===== src/hw/rtl/bclru_pkg.sv =====
// Package for the LRU block cache tag table: codes and sizes.
// No dependencies.
`timescale 1ns / 1ps
`default_nettype none
package bclru_pkg;
    localparam int ENTRIES_DEF = 16;
    localparam int BLK_W = 32;
    localparam int TICK_W = 32;
    localparam int REF_W = 8;
    // packed slot record: status, refcount, block, last use
    localparam int REC_W = 2 + REF_W + BLK_W + TICK_W;

    typedef enum logic [1:0] {
        K_ACQUIRE = 2'd0, K_RELEASE = 2'd1, K_DIRTY = 2'd2, K_SYNC = 2'd3
    } kind_t;

    typedef enum logic [1:0] {
        ST_EMPTY = 2'd0, ST_PREFETCH = 2'd1, ST_CLEAN = 2'd2, ST_DIRTY = 2'd3
    } ent_st_t;

    typedef enum logic [2:0] {
        R_HIT = 3'd0, R_FILL = 3'd1, R_WB_FILL = 3'd2, R_NO_ROOM = 3'd3,
        R_DONE = 3'd4, R_SYNC_WB = 3'd5, R_REF_ERR = 3'd6, R_UNDERFLOW = 3'd7
    } res_t;

    typedef struct packed {
        ent_st_t          st;
        logic [REF_W-1:0] refc;
        logic [BLK_W-1:0] blk;
        logic [TICK_W-1:0] lu;
    } rec_t;
endpackage
`default_nettype wire


===== src/hw/rtl/bclru_ram.sv =====
// Generic single-port-write, single-read RAM with registered read.
// No dependencies.
`timescale 1ns / 1ps
`default_nettype none
module bclru_ram #(
    parameter int WIDTH = 8,
    parameter int DEPTH = 16
) (
    input  wire logic                     clk,
    input  wire logic                     we,
    input  wire logic [$clog2(DEPTH)-1:0] waddr,
    input  wire logic [WIDTH-1:0]         wdata,
    input  wire logic [$clog2(DEPTH)-1:0] raddr,
    output      logic [WIDTH-1:0]         rdata
);
    logic [WIDTH-1:0] mem [DEPTH];

    always_ff @(posedge clk)
    begin
        if (we)
        begin
            mem[waddr] <= wdata;
        end
        rdata <= mem[raddr];
    end
endmodule
`default_nettype wire


===== src/hw/rtl/block_cache_lru_clean_first_top.sv =====
// Top level of the LRU block cache tag table (clean victim first).
// Depends on bclru_pkg and bclru_ram.
//
//  channel  | handshake          | payload
//  command  | start / busy       | kind block_number prefetch slot_index now_tick drop_level
//  result   | strobe (no stall)  | status slot_out read_block write_block last
//
// Slot records live in one RAM; valid bits (reset clears them) stand for the
// reset state, so no clearing pass is needed. Release and mark-dirty read the
// slot, then modify/write it. Acquire reads one slot a cycle and stops early
// on a hit. Sync makes up to two passes over the slots (write-back, then drop),
// then a closing state.
// Results come out one per cycle at most; the receiver cannot stall.
`timescale 1ns / 1ps
`default_nettype none
module block_cache_lru_clean_first_top
    import bclru_pkg::*;
#(
    parameter int ENTRIES = ENTRIES_DEF
) (
    input  wire logic              clk,
    input  wire logic              rst_n,
    input  wire logic              start,
    output      logic              busy,
    input  wire logic [1:0]        kind,
    input  wire logic [BLK_W-1:0]  block_number,
    input  wire logic              prefetch,
    input  wire logic [3:0]        slot_index,
    input  wire logic [TICK_W-1:0] now_tick,
    input  wire logic [1:0]        drop_level,
    output      logic              strobe,
    output      logic [2:0]        status,
    output      logic [3:0]        slot_out,
    output      logic [BLK_W-1:0]  read_block,
    output      logic [BLK_W-1:0]  write_block,
    output      logic              last
);
    localparam int AW = (ENTRIES > 1) ? $clog2(ENTRIES) : 1;
    localparam int CW = AW + 1;

    typedef enum logic [6:0] {
        S_IDLE  = 7'b0000001,
        S_SLOT  = 7'b0000010, // release / mark dirty: data arriving
        S_SCAN  = 7'b0000100, // acquire lookup
        S_FIN   = 7'b0001000, // acquire decision and write
        S_WB    = 7'b0010000, // sync write-back pass
        S_DROP  = 7'b0100000, // sync drop pass
        S_END   = 7'b1000000
    } state_t;

    state_t state_reg, state_next;

    // command registers
    kind_t             kind_reg;
    logic [BLK_W-1:0]  bn_reg;
    logic              pre_reg;
    logic [AW-1:0]     slot_reg;
    logic [TICK_W-1:0] now_reg;
    logic [1:0]        lvl_reg;

    logic [CW-1:0] cnt_reg, cnt_next;     // read address counter
    logic [CW-1:0] dcnt_reg, dcnt_next;   // slot whose data is at rdata
    logic          dv_reg, dv_next;       // rdata holds a scanned slot

    logic [ENTRIES-1:0] valid_reg, valid_next;

    // scan results
    logic          hit_v_reg, hit_v_next, emp_v_reg, emp_v_next;
    logic          cln_v_reg, cln_v_next, drt_v_reg, drt_v_next;
    logic [AW-1:0] hit_reg, hit_next, emp_reg, emp_next;
    logic [AW-1:0] cln_reg, cln_next, drt_reg, drt_next;
    rec_t          hitr_reg, hitr_next;
    logic [TICK_W-1:0] clu_reg, clu_next, dlu_reg, dlu_next;
    logic [BLK_W-1:0]  dblk_reg, dblk_next;

    // RAM
    logic          we;
    logic [AW-1:0] waddr, raddr;
    rec_t          wdata, rdata, rec;

    bclru_ram #(.WIDTH(REC_W), .DEPTH(ENTRIES)) u_ram (
        .clk(clk), .we(we), .waddr(waddr), .wdata(wdata),
        .raddr(raddr), .rdata(rdata)
    );

    logic [AW-1:0] daddr;
    assign daddr = dcnt_reg[AW-1:0];

    // empty record substituted for never-written slots
    always_comb
    begin
        rec = rdata;
        if (!valid_reg[daddr])
        begin
            rec.st = ST_EMPTY;
            rec.refc = '0;
        end
    end

    // outputs
    logic          strobe_next, last_next;
    res_t          status_next;
    logic [3:0]    slot_out_next;
    logic [BLK_W-1:0] rd_next, wr_next;
    res_t          status_reg;

    assign busy = (state_reg != S_IDLE);
    assign status = status_reg;

    logic in_range;
    assign in_range = ({1'b0, slot_index} < 5'(ENTRIES));

    always_comb
    begin
        state_next = state_reg;
        cnt_next = cnt_reg;
        dcnt_next = cnt_reg;
        dv_next = 1'b0;
        valid_next = valid_reg;
        hit_v_next = hit_v_reg; hit_next = hit_reg; hitr_next = hitr_reg;
        emp_v_next = emp_v_reg; emp_next = emp_reg;
        cln_v_next = cln_v_reg; cln_next = cln_reg; clu_next = clu_reg;
        drt_v_next = drt_v_reg; drt_next = drt_reg; dlu_next = dlu_reg;
        dblk_next = dblk_reg;
        we = 1'b0;
        waddr = daddr;
        wdata = rec;
        raddr = cnt_reg[AW-1:0];
        strobe_next = 1'b0;
        last_next = 1'b1;
        status_next = R_DONE;
        slot_out_next = '0;
        rd_next = '0;
        wr_next = '0;

        unique case (state_reg)
            S_IDLE:
            begin
                raddr = slot_index[AW-1:0];
                // valid bit of the addressed slot must follow its data
                dcnt_next = {1'b0, slot_index[AW-1:0]};
                if (start)
                begin
                    cnt_next = '0;
                    hit_v_next = 1'b0; emp_v_next = 1'b0;
                    cln_v_next = 1'b0; drt_v_next = 1'b0;
                    unique case (kind_t'(kind))
                        K_ACQUIRE: state_next = S_SCAN;
                        K_SYNC:    state_next = S_WB;
                        default:
                        begin
                            if (in_range)
                            begin
                                state_next = S_SLOT;
                            end
                            else
                            begin
                                strobe_next = 1'b1;
                                slot_out_next = slot_index;
                                state_next = S_END;
                            end
                        end
                    endcase
                end
            end
            S_SLOT:
            begin
                waddr = slot_reg;
                strobe_next = 1'b1;
                slot_out_next = 4'(slot_reg);
                if (kind_reg == K_RELEASE)
                begin
                    if (rec.refc == '0)
                    begin
                        status_next = R_UNDERFLOW;
                    end
                    else
                    begin
                        wdata.refc = rec.refc - 1'b1;
                        we = 1'b1;
                    end
                end
                else if (rec.st != ST_EMPTY)
                begin
                    wdata.st = ST_DIRTY;
                    we = 1'b1;
                end
                state_next = S_END;
            end
            S_SCAN:
            begin
                // issue next read, examine previous data
                if (cnt_reg < CW'(ENTRIES))
                begin
                    cnt_next = cnt_reg + 1'b1;
                    dv_next = 1'b1;
                end
                if (dv_reg)
                begin
                    if (rec.st == ST_EMPTY)
                    begin
                        if (!emp_v_reg)
                        begin
                            emp_v_next = 1'b1; emp_next = daddr;
                        end
                    end
                    else if (rec.blk == bn_reg)
                    begin
                        hit_v_next = 1'b1; hit_next = daddr; hitr_next = rec;
                    end
                    else if (rec.refc == '0 && rec.blk > BLK_W'(1))
                    begin
                        if (rec.st != ST_DIRTY)
                        begin
                            if (!cln_v_reg || rec.lu < clu_reg)
                            begin
                                cln_v_next = 1'b1; cln_next = daddr; clu_next = rec.lu;
                            end
                        end
                        else if (!drt_v_reg || rec.lu < dlu_reg)
                        begin
                            drt_v_next = 1'b1; drt_next = daddr; dlu_next = rec.lu;
                            dblk_next = rec.blk;
                        end
                    end
                end
                if (hit_v_next || (!dv_reg && cnt_reg == CW'(ENTRIES)))
                begin
                    state_next = S_FIN;
                end
            end
            S_FIN:
            begin
                strobe_next = 1'b1;
                wdata.lu = now_reg;
                wdata.blk = bn_reg;
                if (hit_v_reg)
                begin
                    we = 1'b1;
                    waddr = hit_reg;
                    wdata.refc = hitr_reg.refc;
                    if (!pre_reg && hitr_reg.refc != '1)
                    begin
                        wdata.refc = hitr_reg.refc + 1'b1;
                    end
                    wdata.st = (hitr_reg.st == ST_PREFETCH) ? ST_CLEAN : hitr_reg.st;
                    status_next = R_HIT;
                    slot_out_next = 4'(hit_reg);
                end
                else if (emp_v_reg || cln_v_reg || (drt_v_reg && !pre_reg))
                begin
                    we = 1'b1;
                    if (emp_v_reg)
                    begin
                        waddr = emp_reg; status_next = R_FILL;
                    end
                    else if (cln_v_reg)
                    begin
                        waddr = cln_reg; status_next = R_FILL;
                    end
                    else
                    begin
                        waddr = drt_reg; status_next = R_WB_FILL; wr_next = dblk_reg;
                    end
                    wdata.st = pre_reg ? ST_PREFETCH : ST_CLEAN;
                    wdata.refc = pre_reg ? '0 : REF_W'(1);
                    slot_out_next = 4'(waddr);
                    rd_next = bn_reg;
                end
                else
                begin
                    status_next = R_NO_ROOM;
                end
                if (we)
                begin
                    valid_next[waddr] = 1'b1;
                end
                state_next = S_END;
            end
            S_WB:
            begin
                if (cnt_reg < CW'(ENTRIES))
                begin
                    cnt_next = cnt_reg + 1'b1;
                    dv_next = 1'b1;
                end
                if (dv_reg && rec.st == ST_DIRTY)
                begin
                    we = 1'b1;
                    wdata.st = (rec.refc == '0) ? ST_EMPTY : ST_CLEAN;
                    strobe_next = 1'b1;
                    last_next = 1'b0;
                    status_next = R_SYNC_WB;
                    slot_out_next = 4'(daddr);
                    wr_next = rec.blk;
                end
                if (!dv_reg && cnt_reg == CW'(ENTRIES))
                begin
                    cnt_next = '0;
                    if (lvl_reg == 2'd0)
                    begin
                        strobe_next = 1'b1;
                        state_next = S_END;
                    end
                    else
                    begin
                        state_next = S_DROP;
                    end
                end
            end
            S_DROP:
            begin
                // a read-after-write hazard cannot arise: each slot is read once
                if (cnt_reg < CW'(ENTRIES))
                begin
                    cnt_next = cnt_reg + 1'b1;
                    dv_next = 1'b1;
                end
                if (dv_reg)
                begin
                    if (rec.refc != '0 && lvl_reg[1] && rec.blk >= BLK_W'(2))
                    begin
                        strobe_next = 1'b1;
                        status_next = R_REF_ERR;
                        slot_out_next = 4'(daddr);
                        state_next = S_END;
                    end
                    else if (rec.refc == '0)
                    begin
                        we = 1'b1;
                        wdata.st = ST_EMPTY;
                    end
                end
                if (state_next != S_END && !dv_reg && cnt_reg == CW'(ENTRIES))
                begin
                    strobe_next = 1'b1;
                    state_next = S_END;
                end
            end
            S_END:
            begin
                state_next = S_IDLE;
            end
            default:
            begin
                state_next = S_IDLE;
            end
        endcase
    end

    always_ff @(posedge clk or negedge rst_n)
    begin
        if (!rst_n)
        begin
            state_reg <= S_IDLE;
            valid_reg <= '0;
            strobe    <= 1'b0;
            dv_reg    <= 1'b0;
            cnt_reg   <= '0;
            dcnt_reg  <= '0;
        end
        else
        begin
            state_reg <= state_next;
            valid_reg <= valid_next;
            strobe    <= strobe_next;
            dv_reg    <= dv_next;
            cnt_reg   <= cnt_next;
            dcnt_reg  <= dcnt_next;
        end
    end

    always_ff @(posedge clk)
    begin
        if (state_reg == S_IDLE && start)
        begin
            kind_reg <= kind_t'(kind);
            bn_reg   <= block_number;
            pre_reg  <= prefetch;
            slot_reg <= slot_index[AW-1:0];
            now_reg  <= now_tick;
            lvl_reg  <= drop_level;
        end
        hit_v_reg <= hit_v_next; hit_reg <= hit_next; hitr_reg <= hitr_next;
        emp_v_reg <= emp_v_next; emp_reg <= emp_next;
        cln_v_reg <= cln_v_next; cln_reg <= cln_next; clu_reg <= clu_next;
        drt_v_reg <= drt_v_next; drt_reg <= drt_next; dlu_reg <= dlu_next;
        dblk_reg  <= dblk_next;
        status_reg  <= status_next;
        slot_out    <= slot_out_next;
        read_block  <= rd_next;
        write_block <= wr_next;
        last        <= last_next;
    end
endmodule
`default_nettype wire


===== config.mk =====
export PLATFORM = sky130hd
export DESIGN_NAME = block_cache_lru_clean_first_top
export DESIGN_NICKNAME = d
export VERILOG_FILES = /design/src/hw/rtl/bclru_pkg.sv /design/src/hw/rtl/bclru_ram.sv /design/src/hw/rtl/block_cache_lru_clean_first_top.sv
export SDC_FILE = /design/constraint.sdc
export NUM_CORES = 2
export LEC_CHECK = 0
export ABC_AREA = 1
export BUFFER_PORTS_ARGS = -buffer_cell sky130_fd_sc_hd__buf_4
export CORE_ASPECT_RATIO = 0.8
export CORE_UTILIZATION = 25
export DETAILED_ROUTE_END_ITERATION = 16
export PLACE_DENSITY = 0.47
export SKIP_LAST_GASP = 1
export SYNTH_ARGS = -nofsm -noshare
export SYNTH_HDL_FRONTEND = slang
export SYNTH_SLANG_ARGS = --single-unit

===== constraint.sdc =====
create_clock -name clk -period 6.25 [get_ports clk]
set_input_delay 1.25 -clock clk [delete_from_list [all_inputs] [get_ports clk]]
set_output_delay 1.25 -clock clk [all_outputs]
set_load 0.05 [all_outputs]

==> impl_metrics.toml <==
[worst_setup_path]
worstSetupEndpointType = "register"
r2r_cells = 19
cp_data_arrival_time_ps = 5360
critPathKind = "register to register"
worstSetupStartpointType = "register"
worstPathRequired_ps = 6760
r2r_slack_ps = 1400
rr_endpoint = "u_ram.mem[1][42]"
cp_max_fo = 20
reg2reg_from = "dcnt_reg[0]"

[timing]
tns_ps = 0
period_minus_slack_ps = 4850
slew-limit-headroom_pct = 20.2
fin_worst_skew_ps = 67.7
setup_viol = 0
max_freq_mhz = 206
hold_viol_final = 0
rsz0062_at_grt = "no"
holdWs_ps = 415
tightest_slew_ps = 1190
period_share_pct = 77.5
slew_violations = 0

[detailed_routing]
vias = 38100
drtPass1Iterations = 7
post_drt_wl_per_cell_um = 20.8
totalWireLength_mm = 172
drc = 0
drt_iter0_drc = 3095
final_antenna_net_count = 0
via_per_inst = 4.60

[clock_tree]
numCtsBuffers = 167
post_cts_buffers = 0
htree_levels = 4
holdBufCountCts = 0
cts.sinks = 1563
path_clk_slew_ps = 60
postCtsResizedCells = 0
clock_latency_ps = 830
cts.path.max_buffers = 3
clock-root-buffer = "clkbuf_16"
cts_tree = "done"

[logic_synthesis]
synth_edf_count = 1383
ys_seq_elements = 1563
synth_nets = 4856
async_flop_share_pct = 2.18
synthCells = 4712
yosys_warnings = 0
ys_types = 48
synth_area_per_cell_sq_um = 13.0
netlist_area_sq_um = 61300
ys.flop_type = "edfxtp_1"
ys_seq_area_share_pct = 73.9

[pwr]
intPower_mw = 23.3
power_switching_mw = 15.5
p_sw_share_pct = 40.0
clkPwrFrac_pct = 26.3
irDropWorstVdd_v = 0.00127
p_comb_share_pct = 37.4
seqPwrFrac_pct = 36.3
cellPowerDensity_nw_per_um2 = 538
leakage_nw = 24.5

[finish]
largest_reg_flops = 1184
drive_above_1_share_pct = 10.9
top_register = "u_ram.mem"
final_cell_mix = "edfxtp_1 (1383), nor2_1 (582), o21ai_0 (581)"
reg_top3 = "u_ram.mem (1184), u_ram.rdata (74)"
layout.nets = 4984
final_common_cell = "edfxtp_1"
syn2layout_area_growth_pct = 17.5

[run]
maxCapViolCount = 0

[floorplanning]
die_h_um = 445
num_rows = 162
die_width_um = 556
initial_core_util_pct = 25.2
io_pins = 150
core-area_sq_um = 244000
dieArea_sq_um = 247000

[grt]
grt_first_pass_wirelength_mm = 254
grt_usage_pct = 13.7
antenna_found_initial = 2
first_global_vias = 37600
grt_max_degree = 298
gr-total-overflow = 0

[place]
dp_hpwl_mm = 92.3
gp_congestion = 0.783
io_buffer_count = 149

[hold_path]
hold_class = "primary input to async pin"

[status]
status = "finished clean"
synth_stat cells, types with 2 or more instances:
cell	number	area, sq um
a211oi_1	2	15.0
a21oi_1	52	260
buf_1	10	37.5
buf_2	101	505
buf_4	10	75.1
buf_6	6	67.6
clkbuf_1	148	556
clkbuf_2	4	20.0
dfrtp_1	33	826
dfxtp_1	146	2920
edfxtp_1	1383	41500
ha_1	68	851
inv_1	260	976
inv_2	10	37.5
inv_4	2	12.5
nand2_1	429	1610
nand2_2	4	25.0
nand3_1	156	781
nand4_1	30	188
nor2_1	599	2250
nor2_2	2	12.5
nor3_1	48	240
nor4_1	2	12.5
o211ai_1	152	1140
o21a_1	3	22.5
o21ai_0	594	2970
o21ai_1	102	510
o21ai_4	2	32.5
o21bai_1	76	571
o221ai_1	153	1340
o22ai_1	91	569
or2_2	2	12.5
xnor2_1	8	70.1
xor2_1	10	87.6
routing by layer:
layer,GRT usage [%],share of wire [%],vias to the layer above
met4,3.49,2.1,0
met2,22.1,47,953
met5,0,0,-
met3,2.41,5.0,221
met1,18.9,46,19300
li1,-,-,17600
metrics by stage:
step                power, mW  setup WS (ps)  cells  utilization (%)  cell area (sq um)
detailed placement       29.0           1340   7951             27.2              66400
global placement         28.8           1360   7951             27.2              66400
CTS                      39.3           1340   8264             29.6              72000
finish                   38.8           1400   8267             29.6              72000
global route             41.2            915   8265             29.6              72000
floorplan                23.8            437   4712                -              61300
worst max-delay path by stage:
stage / startpoint / endpoint / slack (ps) / depth (start not counted)
after CTS: dcnt_reg[0] / u_ram.mem[1][40] / 1340 / 19
final: dcnt_reg[0] / u_ram.mem[1][42] / 1400 / 19
after detailed placement: dcnt_reg[0] / u_ram.mem[1][45] / 1340 / 19
after global placement: dcnt_reg[0] / u_ram.mem[1][43] / 1360 / 19
after floorplan: dcnt_reg[1] / u_ram.mem[0][0] / 440 / 17
after global routing: dcnt_reg[0] / u_ram.mem[1][43] / 920 / 19
power groups by stage:
stage / Sequential [mW] / Combinational, mW / Clock (mW)
floorplan: 14.0 / 9.82 / 0
global placement: 14.3 / 14.5 / 0
detailed placement: 14.3 / 14.6 / 0
CTS: 14.1 / 14.7 / 10.5
global route: 14.2 / 16.1 / 10.9
finish: 14.1 / 14.5 / 10.2
area by class of cell:
class	count	area (sq um)
Antenna cell	3	7.51
Clock buffer	237	4670
Clock inverter	76	1010
Fill cell	24700	172000
Inverter	273	1070
Multi-Input combinational cell	2597	13900
Sequential cell	1563	45300
Tap cell	3280	4100
Timing Repair Buffer	238	2010
kinds of logic (layout without fill, tap and decap cells):
family / Yosys count / after routing / synth area share, %
compound gates: 1233 / 1233 / 12.2
xor+xnor: 18 / 18 / 0.257
buf+inv: 552 / 824 / 3.74
other cells: 0 / 3 / 0
flops: 1563 / 1563 / 73.9
fa+ha+maj: 68 / 68 / 1.39
simple gates: 1278 / 1278 / 8.50
worst max-delay path, stage by stage, from the launching register on:
cell and delay, ps:
dfrtp_1 560, inv_1 260, nand2_1 90, nand3_1 90
nand3_1 90, nand3_1 100, nand2_1 320, inv_1 190
nor2_1 90, inv_1 80, ha_1 250, nand2_1 80
inv_1 70, nand2_1 240, nor2_1 240, nand2_1 80
nand3_1 220, nand2_1 300, nor2_4 800, buf_4 390
(Power assumes the default switching activity.)
